## src/hw/rtl/cc3p_sqrt.sv

```systemverilog
module cc3p_sqrt #(
    parameter int RW = 8
) (
    input  logic            clk,
    input  logic            en,
    input  logic [2*RW-1:0] rad,
    output logic [RW-1:0]   root
);

    // digit-by-digit root, one result bit per stage
    logic [RW+1:0]   rem_reg  [RW];
    logic [2*RW-1:0] x_reg    [RW];
    logic [RW-1:0]   root_reg [RW];

    for (genvar g = 0; g < RW; g++)
    begin : g_stage
        logic [RW+1:0]   rem_in;
        logic [2*RW-1:0] x_in;
        logic [RW-1:0]   root_in;
        logic [RW+3:0]   t;
        logic [RW+3:0]   trial;
        logic [RW+3:0]   diff;
        logic            take;

        if (g == 0)
        begin : g_first
            assign rem_in  = '0;
            assign x_in    = rad;
            assign root_in = '0;
        end
        else
        begin : g_next
            assign rem_in  = rem_reg[g-1];
            assign x_in    = x_reg[g-1];
            assign root_in = root_reg[g-1];
        end

        assign t     = {rem_in, x_in[2*RW-1:2*RW-2]};
        assign trial = {2'b00, root_in, 2'b01};
        assign diff  = t - trial;
        assign take  = t >= trial;

        always_ff @(posedge clk)
        begin
            if (en)
            begin
                rem_reg[g]  <= take ? diff[RW+1:0] : t[RW+1:0];
                x_reg[g]    <= x_in << 2;
                root_reg[g] <= {root_in[RW-2:0], take};
            end
        end
    end

    assign root = root_reg[RW-1];

endmodule

```

## config.mk

```make
export PLATFORM = sky130hd
export DESIGN_NAME = cc3p_sqrt
export DESIGN_NICKNAME = d
export VERILOG_FILES = /design/src/hw/rtl/cc3p_sqrt.sv
export SDC_FILE = /design/constraint.sdc
export NUM_CORES = 1
export LEC_CHECK = 0
export ABC_AREA = 1
export ABC_CLOCK_PERIOD_IN_PS = 2300
export BUFFER_PORTS_ARGS = -buffer_cell sky130_fd_sc_hd__clkbuf_2
export CAP_MARGIN = 20
export CORE_MARGIN = 2
export CORE_UTILIZATION = 60
export DETAILED_ROUTE_END_ITERATION = 10
export GPL_ROUTABILITY_DRIVEN = 0
export HOLD_SLACK_MARGIN = 0.06
export PLACE_DENSITY = 0.77
export SYNTH_ARGS = -nofsm -noshare
export SYNTH_HDL_FRONTEND = slang
export SYNTH_SLANG_ARGS = --single-unit
```

## constraint.sdc

```tcl
create_clock -name clk -period 2.3 [get_ports clk]
set_input_delay 0.345 -clock clk [delete_from_list [all_inputs] [get_ports clk]]
set_output_delay 0.345 -clock clk [all_outputs]
set_load 0.005 [all_outputs]
```

Yosys cells after proc, flatten, opt, wreduce, memory -nomap -nowiden
Memories as Yosys holds them, arrays and structs flattened.
Index checks and enable logic that the tools add are counted.
Operators by class
  $add $sub $neg: 8
  $lt $le $gt $ge: 8
  muxes and demuxes: 10
Operators with widths (number)
  $ge 12x10->1: 7
  $mux 10: 8
  $sub 10x10->10: 7
  $sub 2x1->3 const B: 1
  $ge 2x1->1 const B: 1
  $mux 1: 2
Word-level totals
  register bits after elaboration: 0
  RAM bits: 256
  logic and storage cells: 29
  memories: 3
Memories
  x_reg: words 8, bits a word 14, read ports 7, clocked after Yosys merged registers in 0, write ports 8, RTL line 12  | logic [2*RW-1:0] x_reg [RW];
  rem_reg: words 8, bits a word 10, read ports 7, clocked after Yosys merged registers in 0, write ports 8, RTL line 11  | logic [RW+1:0] rem_reg [RW];
  root_reg: words 8, bits a word 8, read ports 8, clocked after Yosys merged registers in 0, write ports 8, RTL line 13  | logic [RW-1:0] root_reg [RW];

Depth between registers and ports, before layout
An unclocked memory read counts as a cell.
  depth in word-level cells: 3
  mapped depth: 12
  depth with buffers taken out: 11

Worst setup path before layout
OpenSTA, ideal clock, no wires.
  path kind: register to register
  start point: memory rem_reg[1][1] in the netlist's numbering
  end point: memory rem_reg[1][13] in the netlist's numbering (data pin)
  data arrival time: 1.484 ns
  path slack: 0.559 ns
  stages on the path, launching flop included: 9
  cell sequence: edfxtp_1 ha_1 a21oi_2 nand2_2 nand2_2 nand2_2 nor2_8 buf_8 o21ai_2
RTL lines (RTL line)
  start: declaration: 11

==> results.md <==
- CP Capture Type: register
- Post-DP HPWL: 9.12 mm
- Syn Inst Count: 698
- CTS buffer count: 17
- Final wirelength: 12.6 mm
- PortBufs: 25
- Placed insts: 896
- Final hold slack: 0.0844 ns
- Initial Util: 0.611
- PwrDens: 844 nW/um^2
- Root Driver: clkbuf_16
- Count of pins over their slew limit: 0
- Status: finished, final reports clean
- Vias in the first global route: 4,676
- Die footprint: 13,700 sq um
- Top post-synthesis cells by area: edfxtp_1 61%, nand2_1 7.5%, ha_1 6.8%
- Setup-failing EPs final: 0
- Worst VDD drop: 0.711 mV
- R2R setup slack: 0.32 ns
- Total clock sinks: 155
- Filler cells: 891
- Critical path data arrival time: 2.26 ns
- Cell Area, Synth: 7680 sq um
- N_diodes: 0
- DR vias: 4,841
- Global-route wire length before repair: 21.0 mm
- Fmax: 504 MHz
- Die height: 117 microns
- Post-layout min period: 1.98 ns
- Worst Path Class, Setup: reg -> reg
- RSZ-0062 raised after global routing: no
- Core area: 12,600 sq um
- Clock skew: 0.0126 ns
- Row Count: 41
- Most instantiated cells after synthesis: 155 x edfxtp_1, 153 x nand2_1, 100 x inv_1
- Die Width: 117 microns
- Post-Layout Cell Count: 928
- Multi-input gate area: 2550 sq um
- P_leak: 3.69 nW
- TritonCTS clock tree: done
- Avg Inst Size Synth: 11.0 sq um
- Router iterations before antenna repair: 5
- Post-synthesis cell type count: 35
- Yosys top cell area share: 0.606
- Wire per inst: 13.5 microns
- Crit Path Max Fanout: 11
- Iter 0 DRT Violations: 299
- Setup tns final: 0 ns
- Area leader, netlist: edfxtp_1
- Initial antenna violation count: 0
- WHS Path Cells: 1
- Syn Nets: 758
- Tcrit/Tclk final: 0.862
- Cts hold-fix bufs: 0
- Endpoints failing hold: 0
- Number of flip-flops in the largest register: 63
- Post-CTS Repair Setup Buffers: 0
- Cts repair resizes: 0
- GRT Total Usage: 0.203
- Clock slew at reported path FFs: 0.06 ns
- Startpoint types: register
- Fraction of registers with async set/reset: 0
- Top FF cell, synth: edfxtp_1
- Number of synthesized register bits: 155
- Largest net degree at the start of global routing: 50
- HP Class: in -> reg
- YS warnings: 0
- Layout cells sized above 1: 0.171
- PnR Total Power: 7.25 mW
- DRC: 0
- Congestion Overflow GR: 0
- Nets: 803
- Worst skew pair latency: 0.43 ns
- Boundary Pins: 26
- Vias per Instance: 5.22
- Syn-to-layout area delta: 11.8%
- Max-cap viol count: 0
- Sequential share of the synthesized area: 0.606
- H-tree Lvls: 4
- Most common cell in the synthesized netlist: edfxtp_1
- Final ANT Viol Nets: 0
- Required time of the critical path: 2.58 ns
- Post-synth EDFFs: 155
- R2R depth: 8
- Clock Path Buffers: 2
- Register area: 4650 sq um
kinds of logic after synthesis:
logic type,synth area share
buffers and inverters,0.0608
other,0.000489
adder cells (fa/ha/maj),0.0685
flip-flops,0.606
AND/OR/NAND/NOR,0.175
AO/OA/AOI/OAI,0.0618
XOR/XNOR,0.0274
path summary, 6_finish.rpt:
check,start,endpoint
setup reg to reg,rem_reg[1][11],rem_reg[2][1]
hold / removal,rad[0],x_reg[0][0]
setup / recovery,rem_reg[1][11],rem_reg[2][1]
hold reg to reg,x_reg[1][11],x_reg[2][13]
placed cells by master, fill, tap and decap left out, types with 2 or more instances in the layout:
| cell type | Yosys | layout |
|---|---|---|
| edfxtp_1 | 155 | 155 |
| nand2_1 | 153 | 153 |
| inv_1 | 100 | 100 |
| nor2_1 | 48 | 48 |
| ha_1 | 42 | 42 |
| nand3_1 | 36 | 36 |
| clkbuf_2 | 0 | 24 |
| a21oi_1 | 17 | 17 |
| o21ai_0 | 17 | 17 |
| clkbuf_16 | 0 | 17 |
| nand2_2 | 16 | 16 |
| xor2_1 | 16 | 16 |
| o21ai_2 | 14 | 14 |
| a21oi_2 | 13 | 13 |
| nand4_1 | 10 | 10 |
| o21ai_1 | 9 | 9 |
| xnor2_1 | 8 | 8 |
| inv_2 | 7 | 7 |
| inv_6 | 0 | 6 |
| nor2_2 | 5 | 5 |
| nand3_4 | 4 | 4 |
| nand3b_1 | 4 | 4 |
| nor3_1 | 4 | 4 |
| inv_4 | 3 | 3 |
| clkinv_2 | 0 | 3 |
| inv_8 | 0 | 3 |
| or2_1 | 2 | 2 |
| nor3_2 | 2 | 2 |
| or2_2 | 2 | 2 |
| buf_4 | 0 | 2 |
| buf_12 | 1 | 2 |
layout make-up:
cell class | instances | area share
clock inverters | 15 | 0.0150
multi-input cells | 430 | 0.298
flip-flops and latches | 155 | 0.542
clock buffers | 17 | 0.0495
well taps | 172 | 0.0251
repair buffers | 29 | 0.0217
inverters | 110 | 0.0490
routing by layer:
layer / global-route usage / share of wire / wire length, microns
met1: 0.242 / 0.42 / 5290
met2: 0.353 / 0.52 / 6570
met3: 0.0572 / 0.040 / 497
met4: 0.0761 / 0.015 / 192
met5: 0 / 0 / 0
worst max-delay path, stage by stage (launching register included):
cell      delay (ns)
edfxtp_1        0.42
ha_1            0.39
a21oi_1         0.17
nand2_1         0.15
nand2_2         0.12
nand3_4         0.12
inv_2           0.27
nand2_1         0.12
o21ai_2         0.07
stage by stage:
stage	cell area [sq um]	util	worst slack (ns)
after floorplan	7680	-	0.559
after global placement	8030	0.639	0.424
after detailed placement	8030	0.639	0.351
after CTS	8590	0.683	0.336
after global routing	8590	0.683	0.145
final	8590	0.683	0.317
where the power goes:
group	internal (mW)	switching, mW
logic	0.402	0.665
clock network	1.42	1.17
registers	3.45	0.141
No activity file was read; power rests on OpenSTA's default activity.
