**config.mk**
```make
export PLATFORM = sky130hd
export DESIGN_NAME = cc3p_mul
export DESIGN_NICKNAME = d
export VERILOG_FILES = /design/src/hw/rtl/cc3p_pkg.sv /design/src/hw/rtl/cc3p_mul.sv
export SDC_FILE = /design/constraint.sdc
export NUM_CORES = 2
export LEC_CHECK = 0
export BUFFER_PORTS_ARGS = -buffer_cell sky130_fd_sc_hd__buf_2
export CAP_MARGIN = 25
export CORE_MARGIN = 2
export CORE_UTILIZATION = 30
export CTS_BUF_LIST = sky130_fd_sc_hd__clkbuf_16
export DETAILED_ROUTE_END_ITERATION = 16
export PLACE_DENSITY_LB_ADDON = 0.1
export RECOVER_POWER = 25
export SYNTH_ARGS = -nofsm -noshare
export SYNTH_HDL_FRONTEND = slang
export SYNTH_SLANG_ARGS = --single-unit
```
**constraint.sdc**
```tcl
create_clock -name clk -period 8.31 [get_ports clk]
set_input_delay 0 -clock clk [delete_from_list [all_inputs] [get_ports clk]]
set_output_delay 0 -clock clk [all_outputs]
set_load 0.01 [all_outputs]
```
**src/hw/rtl/cc3p_pkg.sv**
```systemverilog
package cc3p_pkg;

    localparam int COORD_WIDTH_DEF = 16;
    localparam int FRAC_BITS_DEF   = 16;

    // fixed field widths on the stream ports
    localparam int IN_FIELD_W = 16;
    localparam int IN_FIELDS  = 6;
    localparam int S_DATA_W   = IN_FIELD_W * IN_FIELDS;
    localparam int CENTER_W   = 64;
    localparam int RADIUS_W   = 63;
    localparam int M_DATA_W   = 192;
    localparam int M_USER_W   = 2;

    localparam logic [CENTER_W-1:0] CENTER_MAX = {1'b0, {(CENTER_W-1){1'b1}}};
    localparam logic [CENTER_W-1:0] CENTER_MIN = {1'b1, {(CENTER_W-1){1'b0}}};

    // partial product slice and pipeline depth of the wide multiplier
    localparam int MUL_CHUNK = 24;
    localparam int MUL_LAT   = 3;

endpackage

```
**src/hw/rtl/cc3p_mul.sv**
```systemverilog
module cc3p_mul
    import cc3p_pkg::*;
#(
    parameter int AW = 32,
    parameter int BW = 32
) (
    input  logic            clk,
    input  logic            en,
    input  logic [AW-1:0]   a,
    input  logic [BW-1:0]   b,
    output logic [AW+BW-1:0] p
);

    localparam int NA = (AW + MUL_CHUNK - 1) / MUL_CHUNK;
    localparam int NB = (BW + MUL_CHUNK - 1) / MUL_CHUNK;
    localparam int PW = (NA + NB) * MUL_CHUNK;

    logic [NA*MUL_CHUNK-1:0] a_ext;
    logic [NB*MUL_CHUNK-1:0] b_ext;
    logic [2*MUL_CHUNK-1:0]  pp_reg [NA][NB];
    logic [PW-1:0]           row_reg [NA];
    logic [PW-1:0]           row_next [NA];
    logic [PW-1:0]           sum_next;
    logic [PW-1:0]           sum_reg;

    assign a_ext = (NA*MUL_CHUNK)'(a);
    assign b_ext = (NB*MUL_CHUNK)'(b);

    // slice products
    always_ff @(posedge clk)
    begin
        if (en)
        begin
            for (int i = 0; i < NA; i++)
            begin
                for (int j = 0; j < NB; j++)
                begin
                    pp_reg[i][j] <= a_ext[i*MUL_CHUNK +: MUL_CHUNK]
                                  * b_ext[j*MUL_CHUNK +: MUL_CHUNK];
                end
            end
        end
    end

    always_comb
    begin
        for (int i = 0; i < NA; i++)
        begin
            row_next[i] = '0;
            for (int j = 0; j < NB; j++)
            begin
                row_next[i] = row_next[i] + (PW'(pp_reg[i][j]) << (j*MUL_CHUNK));
            end
        end
    end

    always_ff @(posedge clk)
    begin
        if (en)
        begin
            for (int i = 0; i < NA; i++)
            begin
                row_reg[i] <= row_next[i];
            end
        end
    end

    always_comb
    begin
        sum_next = '0;
        for (int i = 0; i < NA; i++)
        begin
            sum_next = sum_next + (row_reg[i] << (i*MUL_CHUNK));
        end
    end

    always_ff @(posedge clk)
    begin
        if (en)
        begin
            sum_reg <= sum_next;
        end
    end

    assign p = sum_reg[AW+BW-1:0];

endmodule

```
* After elaboration in Yosys (flattened, before gate mapping) *
Memory sizes are Yosys's and may differ from the RTL's.
Cells that the tools add are included.

operators by class
  add/subtract/negate cells = 3
  $mul = 4
  multiplexer cells = 2

operators by type and width
  kind                          count
  adder 48 x 72 -> 73 bit       2
  adder 64 bit                  1
  multiplier 24 x 24 -> 48 bit  1
  multiplier 24 x 8 -> 32 bit   1
  multiplier 8 x 24 -> 32 bit   1
  multiplier 8 x 8 -> 16 bit    1
  two-way mux 1 bit             2

storage, ports and cells
  flip-flop bits (word level) = 64
  RAM bits = 306
  bits of input ports = 66
  output and inout bits = 64
  word-level logic and storage cells = 12
  memories = 2

memory list
  name     depth  bits a word  rd ports  clocked after memory_dff  wr ports  line            source
  pp_reg   2      80           2         0                         2         cc3p_mul.sv:20  logic [2*MUL_CHUNK-1:0] pp_reg [NA][NB];
  row_reg  2      73           2         0                         2         cc3p_mul.sv:21  logic [PW-1:0] row_reg [NA];

* Logic depth before layout (Yosys ltp) *
  depth after elaboration = 2
  gate-level depth with buffers = 26
  gate-level depth less buffers = 25

* Worst setup path before layout *
No wires, ideal clock.

  path type = input -> register
  from = in b[3]
  to = mem pp_reg[0][77] in the netlist's numbering, data pin
  library setup time = 0.260 ns
  arrival = 6.060 ns
  required time = 8.050 ns
  slack = 1.990 ns
  stages = 23
  path buffers = 2
  path through = clkbuf_1 -> nand2_1 -> fa_1 -> inv_1 -> fa_1 -> inv_1 -> fa_1 -> fa_1 -> inv_1 -> fa_1 -> fa_1 -> inv_1 -> fa_1 -> inv_1 -> ha_1 -> clkbuf_1 -> nand2_1 -> nor4_1 -> a221oi_2 -> o31a_2 -> o41ai_4 -> a311oi_2 -> xnor2_1

RTL lines
  what             line            source
  start, declared  cc3p_mul.sv:10  input logic [BW-1:0] b,
  end, declared    cc3p_mul.sv:20

==> flow_metrics.env <==
export IMPL_status="finished with violations"
export IMPL_io_buffers=129
export IMPL_seq_area_frac_synth_pct=19.5
export IMPL_cts_buffers_inserted=37
export IMPL_min_from="a[24]"
export IMPL_clock_skew_ps=16.8
export IMPL_track_usage_pct=17.7
export IMPL_syn_inst=4565
export IMPL_drt_iter0_markers=1340
export IMPL_antenna_found_initial=2
export IMPL_synthTopCellsByArea="fa_1 35%, edfxtp_1 19%, ha_1 11%, inv_1 7.2%, and2_1 6.8%"
export IMPL_yosysTopAreaCellShare_pct=35.2
export IMPL_grt_util_met1_pct=25.3
export IMPL_fin_crit_sh_pct=83.7
export IMPL_synth_cell_types=75
export IMPL_vias=30200
export IMPL_hold_viol_final=0
export IMPL_async_flop_share_pct=0
export IMPL_cap_viol_max_count=1
export IMPL_ys_ff_latch=289
export IMPL_fp_dieArea_mm2=0.152
export IMPL_grt_pass1_vias=33400
export IMPL_reg2reg_slack_ps=4820
export IMPL_clkTransAtPathRegs_ps=60
export IMPL_grt_pass1_wl_um=206000
export IMPL_synth_area_mm2=0.0446
export IMPL_drive_above_1_share_pct=4.43
export IMPL_setup_viol=0
export IMPL_start_kind="input pin"
export IMPL_hold_class="input pin to register"
export IMPL_core_mm2=0.148
export IMPL_nNetsFinal=5785
export IMPL_failed_checks="max-capacitance violations, max-slew violations"
export IMPL_ant_nets=0
export IMPL_row_count=141
export IMPL_grt_max_degree=145
export IMPL_worstMarginPinSlew_ps=2620
export IMPL_dr_pass1_iters=5
export IMPL_grt_met3_usage_pct=1.69
export IMPL_worstPathRequired_ps=8600
export IMPL_htreeDepth=2
export IMPL_relSlewSlack_pct=-74.7
export IMPL_avgSynthCellArea_um2=9.77
export IMPL_gp_congestion=0.823
export IMPL_clk_latency_ps=560
export IMPL_critical_path_max_fanout=17
export IMPL_clock_path_buffers=3
export IMPL_die_w_um=390
export IMPL_fin_setup_tns_ps=0
export IMPL_grt_busiest_layer="met2"
export IMPL_r2r_end="sum_reg[58]"
export IMPL_grt_overflow=0
export IMPL_syn_to_final_growth_pct=8.25
export IMPL_drt_wl_total_um=132000
export IMPL_end_kind="register"
export IMPL_ys_flop_type="edfxtp_1"
export IMPL_min_period_ps=6950
export IMPL_worstHoldEndpoint="pp_reg[1][32]"
export IMPL_largest_register_ffs=128
export IMPL_worst_ep_arrival_time_ps=7250
export IMPL_dp_hpwl_um=101000
export IMPL_cts_tree="done"
export IMPL_postCtsSetupBuffers=0
export IMPL_initial_core_util_pct=30.2
export IMPL_wire_per_inst_um=20.2
export IMPL_critPathKind="input pin to register"
export IMPL_pin_count=130
export IMPL_synth_fp_nets=5795
export IMPL_hold_depth=3
export IMPL_num_fill_cells=15300
export IMPL_clockRootBuffer="clkbuf_16"
export IMPL_grt_use_met2_pct=29.4
export IMPL_fmax_mhz=144
export IMPL_rsz0062_at_grt="false"
export IMPL_yosysWarnings=0
export IMPL_die_h_um=390
export IMPL_yosysTopAreaCell="fa_1"
export IMPL_drcViolationCount=0
export IMPL_r2r_start="row_reg[0][24]"
export IMPL_synth_edf_count=289
export IMPL_final_max_slew_viol_count=46
export IMPL_reg2reg_depth=12
export IMPL_clock_sinks=289
export IMPL_avgViaCountPerCell=4.64
export IMPL_holdWs_ps=184
## placed cells by master (no fill, tap or decap), types with 21 or more instances in the layout
master,n
clkbuf_16,37
nand3_1,37
xnor2_1,127
buf_4,32
nand2_1,646
clkbuf_1,38
o21ai_1,22
inv_1,864
a21o_1,71
edfxtp_1,289
ha_1,379
fa_1,785
nor3_1,21
xor2_1,57
a21oi_1,162
o21ai_0,75
buf_2,92
nor2_1,94
o21bai_1,27
nand2b_1,23
and2_1,478
## through the flow
step                      instance area (um2)  cells  setup slack (ps)  utilization, %
after floorplan                         44600   4565              1990               -
after global placement                  47100   6444               907            31.9
after detailed placement                47100   6444               867            31.9
after CTS                               48300   6511              1480            32.7
after global routing                    48300   6511               857            32.7
final                                   48300   6514              1360            32.7
## worst max-delay path by stage
| stage | cells after the start | startpoint | to |
|---|---|---|---|
| final | 25 | a[0] | pp_reg[0][58] |
| after global routing | 25 | a[0] | pp_reg[0][60] |
| after CTS | 25 | a[13] | pp_reg[0][74] |
| after detailed placement | 25 | a[13] | pp_reg[0][74] |
| after global placement | 25 | a[13] | pp_reg[0][78] |
| after floorplan | 23 | b[3] | pp_reg[0][77] |
## kinds of logic (layout without fill, tap and decap cells)
group,count (synthesis),in the layout,synth area share (%)
xor gates and xnor gates,184,184,3.61
AOI/OAI and AO/OA,477,477,6.96
DFF,289,289,19.5
other,0,3,0
muxes,1,1,0.0224
adders and majority gates,1164,1164,45.9
and+or+nand+nor,1378,1378,15.1
buffers and inverters,1072,1088,9.03
## per-layer routing
metal  vias up  wire length [um]
met5         -                 0
met4         0              2040
met3        97              4020
met2       441             60900
met1     15600             64600
li1      14100                 -
## timing repair
| item | in CTS | in global routing |
|---|---|---|
| hold endpoints to repair | 45 | 0 |
| hold buffers | 2 | 0 |
| setup endpoints to repair | 0 | 0 |
| gates resized for setup | 0 | 0 |
## worst max-delay path, stage by stage
cell	delay, ps
clkbuf_1	930
clkbuf_1	790
nand2_1	160
fa_1	420
fa_1	470
inv_1	70
ha_1	140
ha_1	140
inv_1	50
fa_1	470
inv_1	40
ha_1	260
inv_1	40
fa_1	470
inv_1	40
ha_1	330
nand2_1	140
nor3_1	430
o41ai_2	210
o21ai_1	290
nand3_1	150
o31ai_1	530
nand2b_1	150
nand2_1	110
xor2_1	420
## cell usage after synthesis, drive strengths merged (3+ instances only)
master	n
inv	858
fa	785
nand2	646
and2	482
ha	379
edfxtp	289
clkbuf	210
a21oi	162
xnor2	127
o21ai	97
nor2	94
a21o	71
xor2	57
nand3	37
o21bai	27
nand2b	23
nor3	22
and3	20
nor2b	20
a31oi	19
nand4	18
a211oi	14
o21a	13
o31ai	8
o41ai	7
a21boi	6
o211ai	6
o31a	5
buf	4
o22ai	4
a211o	3
a31o	3
a41oi	3
nor4	3
o211a	3
## final cells by class
type,instances,area [um2],area share [%]
multi-input combinational,3204,31900,66.1
sequential,289,8680,18.0
inverter,858,3220,6.67
tap,1930,2410,5.00
clock buffer,37,926,1.92
timing repair buffer,165,883,1.83
clock inverter,28,253,0.523
antenna,3,7.51,0.0155
Power is left out: the tool's default activity adds up to more than one toggle a clock period on the data nets, which glitch-free logic cannot reach.
