## src/hw/rtl/cc3p_div.sv

```systemverilog
module cc3p_div #(
    parameter int NW = 8,
    parameter int DW = 8
) (
    input  logic          clk,
    input  logic          en,
    input  logic [NW-1:0] num,
    input  logic [DW-1:0] dvs,
    output logic [NW-1:0] quo
);

    // restoring division, one quotient bit per stage, msb first
    logic [DW-1:0] rem_reg [NW];
    logic [NW-1:0] num_reg [NW];
    logic [NW-1:0] quo_reg [NW];
    logic [DW-1:0] dvs_reg [NW];

    for (genvar g = 0; g < NW; g++)
    begin : g_stage
        logic [DW-1:0] rem_in;
        logic [NW-1:0] num_in;
        logic [NW-1:0] quo_in;
        logic [DW-1:0] dvs_in;
        logic [DW:0]   trial;
        logic [DW:0]   diff;
        logic          take;

        if (g == 0)
        begin : g_first
            assign rem_in = '0;
            assign num_in = num;
            assign quo_in = '0;
            assign dvs_in = dvs;
        end
        else
        begin : g_next
            assign rem_in = rem_reg[g-1];
            assign num_in = num_reg[g-1];
            assign quo_in = quo_reg[g-1];
            assign dvs_in = dvs_reg[g-1];
        end

        assign trial = {rem_in, num_in[NW-1]};
        assign diff  = trial - {1'b0, dvs_in};
        assign take  = trial >= {1'b0, dvs_in};

        always_ff @(posedge clk)
        begin
            if (en)
            begin
                rem_reg[g] <= take ? diff[DW-1:0] : trial[DW-1:0];
                num_reg[g] <= num_in << 1;
                quo_reg[g] <= {quo_in[NW-2:0], take};
                dvs_reg[g] <= dvs_in;
            end
        end
    end

    assign quo = quo_reg[NW-1];

endmodule

```

## config.mk

```make
export PLATFORM = sky130hd
export DESIGN_NAME = cc3p_div
export DESIGN_NICKNAME = d
export VERILOG_FILES = /design/src/hw/rtl/cc3p_div.sv
export SDC_FILE = /design/constraint.sdc
export NUM_CORES = 1
export LEC_CHECK = 0
export BUFFER_PORTS_ARGS = -buffer_cell sky130_fd_sc_hd__buf_2
export CORE_MARGIN = 1
export CORE_UTILIZATION = 65
export CTS_BUF_LIST = sky130_fd_sc_hd__clkbuf_2 sky130_fd_sc_hd__clkbuf_4 sky130_fd_sc_hd__clkbuf_8
export CTS_CLUSTER_SIZE = 24
export DETAILED_ROUTE_END_ITERATION = 10
export PLACE_DENSITY = 0.87
export SETUP_SLACK_MARGIN = 0.05
export SKIP_LAST_GASP = 1
export SYNTH_ARGS = -nofsm -noshare
export SYNTH_HDL_FRONTEND = slang
export SYNTH_SLANG_ARGS = --single-unit
```

## constraint.sdc

```tcl
create_clock -name clk -period 3.15 [get_ports clk]
set_clock_uncertainty 0.15 [all_clocks]
set_input_delay 0.315 -clock clk [delete_from_list [all_inputs] [get_ports clk]]
set_output_delay 0.315 -clock clk [all_outputs]
set_load 0.05 [all_outputs]
```

### Word level (Yosys, flattened, before mapping)

Memories as Yosys holds them, arrays and structs flattened.
Cells that the tools add are included.

| storage, ports and cells | value |
|---|---|
| register bits after elaboration | 0 |
| bits in latches | 0 |
| bits in writable memories | 248 |
| ROM bits | 0 |
| bits of input ports | 18 |
| output and inout port bits | 8 |
| word-level logic and storage cells | 30 |
| memories | 4 |

Memory list:

| name | depth | bits a word | rd ports | clocked after memory_dff | wr ports | RTL line | RTL |
|---|---|---|---|---|---|---|---|
| dvs_reg | 8 | 8 | 7 | 0 | 8 | 16 | `logic [DW-1:0] dvs_reg [NW];` |
| quo_reg | 8 | 8 | 8 | 0 | 8 | 15 | `logic [NW-1:0] quo_reg [NW];` |
| rem_reg | 8 | 8 | 7 | 0 | 8 | 13 | `logic [DW-1:0] rem_reg [NW];` |
| num_reg | 8 | 7 | 7 | 0 | 8 | 14 | `logic [NW-1:0] num_reg [NW];` |

| cells by class | value |
|---|---|
| $add $sub $neg | 8 |
| multipliers | 0 |
| div/mod/pow operators | 0 |
| magnitude comparators | 8 |
| eq/ne operators | 0 |
| shift-type cells | 0 |
| multiplexer cells | 10 |
| bitwise logic cells | 0 |
| reduce and logical (&&, ||, !) cells | 0 |

Operators with widths:

| kind | number |
|---|---|
| two-way mux 8 bit | 8 |
| greater-or-equal comparator 9 x 8 -> 1 bit | 7 |
| subtractor 8 bit | 7 |
| greater-or-equal comparator 1 x 8 -> 1 bit | 1 |
| subtractor 1 x 8 -> 8 bit | 1 |
| two-way mux 1 bit | 2 |

### Longest topological paths before layout

An unclocked memory read counts as a cell.

| logic depth | value |
|---|---|
| word-level depth | 3 |
| gate-level depth with buffers | 9 |
| depth with buffers taken out | 8 |

### Worst setup path before layout

No wires, ideal clock.

| timing | value |
|---|---|
| path kind | register -> register |
| start | memory rem_reg[4][5] (netlist: rem_reg[2][5]) |
| end | memory rem_reg[5][2] (netlist: rem_reg[2][10]), data pin |
| setup time | 0.260 ns |
| data arrival time | 1.916 ns |
| required time | 2.740 ns |
| setup slack | 0.824 ns |
| stages on the path, launching flop included | 7 |
| path buffers | 0 |
| clock period less this slack | 2.326 ns |
| cell sequence | edfxtp_1 ha_1 a21oi_1 o21ai_0 a21boi_0 a21boi_2 mux2_2 |

RTL lines:

| item | RTL line |
|---|---|
| start, declared | 13 |

==> summary.txt <==
Critical path
  – Path type of the worst setup path: reg2reg
  – Worst EP required: 3.21 ns
  – Endpoint arrival time on the critical path: 2.79 ns
  – Highest-delay cell along the critical path: sky130_fd_sc_hd__a21boi_2
  – Largest delay contributor family on the critical path: compound AO/OA/AOI/OAI gates
  – Startpoint kind of the worst setup timing path: flop
  – Crit path buf inv count: 0
  – Critical path launch point: rem_reg[2][5]
  – Startpoint of the most critical register-to-register path: rem_reg[2][5]
  – Max Fanout on Critical Path: 8
  – Ordered list of cells on the worst path: ha_1, a21oi_1, o21ai_0, a21boi_0, a21boi_2, mux2_2
  – Delay of the slowest critical-path stage: 0.47 ns
  – Kind of end point of the critical path: flop

Layout
  – Layout-stage area growth over the synthesis result: 10.4%
  – Layout filler cell count: 818
  – Share of layout cells above drive strength 1: 0.129
  – Total number of nets in the final design: 770
  – # diodes: 0
  – Area of the multi-input gates: 2780 sq um
  – Seq. cell area: 5290 sq um

STA
  – Setup violators final: 0
  – Total count of max-transition violations in the final report: 0
  – Final hold violations: 0
  – Final worst path period need: 2.73 ns
  – Worst-Margin Slew: 0.979 ns
  – Worst relative slew slack: 0.348
  – Total negative slack for setup checks: 0 ns
  – Fin crit share: 0.866
  – Maximum clock frequency: 367 MHz
  – RSZ-0062 raised after global routing: no

Synthesis
  – Prevailing post-synth register cell: sky130_fd_sc_hd__edfxtp_1
  – Ys async rst share: 0
  – Post-Synthesis Net Count: 708
  – Leading area contributor after synthesis: sky130_fd_sc_hd__edfxtp_1
  – Mapped cell area: 8400 sq um
  – Distinct cell type count of the synthesized netlist: 46
  – Synthesized instance count: 626
  – Number of enable flip-flop cells after synthesis: 176
  – Main area contributors after synthesis: sky130_fd_sc_hd__edfxtp_1 63%, sky130_fd_sc_hd__ha_1 8.6%, sky130_fd_sc_hd__inv_1 3.6%
  – Mean instance size in the synthesized netlist: 13.4 sq um
  – Number of synthesized register bits: 176
  – Count of synthesis-stage warnings from yosys: 0
  – Portion of synthesized cell area occupied by the leading cell type: 0.629
  – Sequential share of the synthesized area: 0.629

Die
  – Num rows: 41
  – Initial Utilization: 0.666
  – Number of I/O pins: 26
  – Area inside the core boundary: 12,600 sq um
  – Vert. Die Dim: 116 um
  – Die Wd: 116 um
  – DIE AREA: 13,400 sq um

Drt
  – Iteration-0 DRC count of the detailed router: 423
  – Post-DR vias/cell: 5.80
  – Residual DRC: 0
  – Routed wirelength normalized by instance count: 16.2 um
  – 1st-pass router iterations: 6
  – Post-Route WL: 14,100 um
  – Antenna viol nets, final: 0
  – Via count: 5,056

Pwr
  – Power consumption: 0.00643 W
  – Pwr per Cell Area: 693 nW/um^2
  – Largest voltage drop on the vdd net: 0.344 mV
  – Standby leakage power: 3.68 nW

Clock network
  – CTS tree: done
  – Number of buffers inserted during clock tree synthesis: 17
  – Buffers from clock root to sink, at most: 2
  – PostCTS Resize Cnt: 0
  – CTS H-Tree Depth: 4
  – Clock sink total: 176
  – Count of buffers added by post-CTS timing repair for setup: 0
  – Clock transition at path regs: 0.09 ns
  – Number of buffers inserted for hold repair after clock tree synthesis: 16
  – Root buf cell: sky130_fd_sc_hd__clkbuf_8
  – Clock latency at the later pin of the worst-skew pair: 0.47 ns

Placement
  – HPWL after DPL: 9840 um
  – Global placement routability congestion: 0.910
  – Port buffer count: 25

Global routing
  – Total overflow reported by the global router: 0
  – Largest net degree at the start of global routing: 89
  – Number of global-route vias before repair: 5,252
  – GRT Overall Usage: 0.237
  – Initial antenna violation count: 0
  – Global-route wire length before repair: 23,400 um

Min path
  – Worst Hold Launch: num_reg[3][3]
  – Worst hold path class: reg2reg

Run status
  – Status: complete, no violations

Run
  – Count of maximum capacitance violations: 0
metal layers:
layer,GRT usage,wire length [um],up-vias
li1,-,-,2434
met1,0.227,5110,2411
met2,0.447,7880,160
met3,0.0685,573,51
met4,0.140,554,0
met5,0,0,-
final cells by class:
cell class,count,share of cell area
Multi-Input combinational cell,364,0.300
Clock buffer,18,0.0260
Tap cell,172,0.0232
Sequential cell,176,0.570
Inverter,82,0.0333
Clock inverter,13,0.00998
Timing Repair Buffer,47,0.0376
cells by family after synthesis:
group | synth area share
AO/OA/AOI/OAI | 0.104
XOR/XNOR | 0.0188
adder cells (fa/ha/maj) | 0.101
buffers and inverters | 0.0399
flip-flops | 0.629
multiplexers | 0.0272
AND/OR/NAND/NOR | 0.0804
placed cells by master (no fill, tap or decap), types with 6 or more instances in the layout:
| master | instances |
|---|---|
| sky130_fd_sc_hd__nor2b_1 | 14 |
| sky130_fd_sc_hd__dlygate4sd3_1 | 16 |
| sky130_fd_sc_hd__edfxtp_1 | 176 |
| sky130_fd_sc_hd__inv_1 | 81 |
| sky130_fd_sc_hd__nand2_1 | 40 |
| sky130_fd_sc_hd__nand2b_1 | 11 |
| sky130_fd_sc_hd__nand4_1 | 7 |
| sky130_fd_sc_hd__xor2_1 | 6 |
| sky130_fd_sc_hd__a31oi_1 | 8 |
| sky130_fd_sc_hd__o21a_1 | 11 |
| sky130_fd_sc_hd__mux2_2 | 15 |
| sky130_fd_sc_hd__xnor2_1 | 12 |
| sky130_fd_sc_hd__a21o_1 | 8 |
| sky130_fd_sc_hd__o21ai_0 | 37 |
| sky130_fd_sc_hd__fa_1 | 6 |
| sky130_fd_sc_hd__o31ai_1 | 6 |
| sky130_fd_sc_hd__clkbuf_8 | 17 |
| sky130_fd_sc_hd__ha_1 | 58 |
| sky130_fd_sc_hd__nor2_1 | 18 |
| sky130_fd_sc_hd__buf_2 | 24 |
| sky130_fd_sc_hd__mux2i_1 | 6 |
| sky130_fd_sc_hd__a21oi_1 | 31 |
stage by stage:
stage,cells,cell area (sq um),worst slack [ns],hold WS [ns],util
after floorplan,626,8400,0.824,0.250,-
after global placement,825,8780,0.593,0.251,0.696
after detailed placement,825,8780,0.473,0.255,0.696
after CTS,872,9280,0.448,0.267,0.735
after global routing,872,9280,0.179,0.275,0.735
final,872,9280,0.423,0.263,0.735
synth_stat cells (4+ instances only):
cell type,n
sky130_fd_sc_hd__nor2b_1,14
sky130_fd_sc_hd__nor3b_1,5
sky130_fd_sc_hd__a21o_1,8
sky130_fd_sc_hd__nor3_1,5
sky130_fd_sc_hd__ha_1,58
sky130_fd_sc_hd__o21ai_0,37
sky130_fd_sc_hd__and4_1,4
sky130_fd_sc_hd__a21oi_1,31
sky130_fd_sc_hd__a31oi_1,8
sky130_fd_sc_hd__o31ai_1,6
sky130_fd_sc_hd__mux2_2,15
sky130_fd_sc_hd__nand4_1,7
sky130_fd_sc_hd__inv_1,81
sky130_fd_sc_hd__nand2_1,40
sky130_fd_sc_hd__o21a_1,11
sky130_fd_sc_hd__nor4_1,5
sky130_fd_sc_hd__o21bai_1,5
sky130_fd_sc_hd__fa_1,6
sky130_fd_sc_hd__edfxtp_1,176
sky130_fd_sc_hd__a211o_1,4
sky130_fd_sc_hd__nor2_1,18
sky130_fd_sc_hd__mux2i_1,6
sky130_fd_sc_hd__a21boi_0,4
sky130_fd_sc_hd__nand2b_1,11
sky130_fd_sc_hd__and2_1,4
sky130_fd_sc_hd__xor2_1,6
sky130_fd_sc_hd__xnor2_1,12
power breakdown:
group	switching (W)	internal, W
Clock	0.000784	0.000547
Sequential	0.000149	0.00305
Combinational	0.00106	0.000838
worst paths after layout:
path | to | slack (ns) | depth (start not counted)
min | num_reg[4][4] | 0.26 | 0
max | rem_reg[2][12] | 0.42 | 6
min reg2reg | num_reg[4][4] | 0.26 | 0
max reg2reg | rem_reg[2][12] | 0.42 | 6
(Power assumes the default switching activity.)
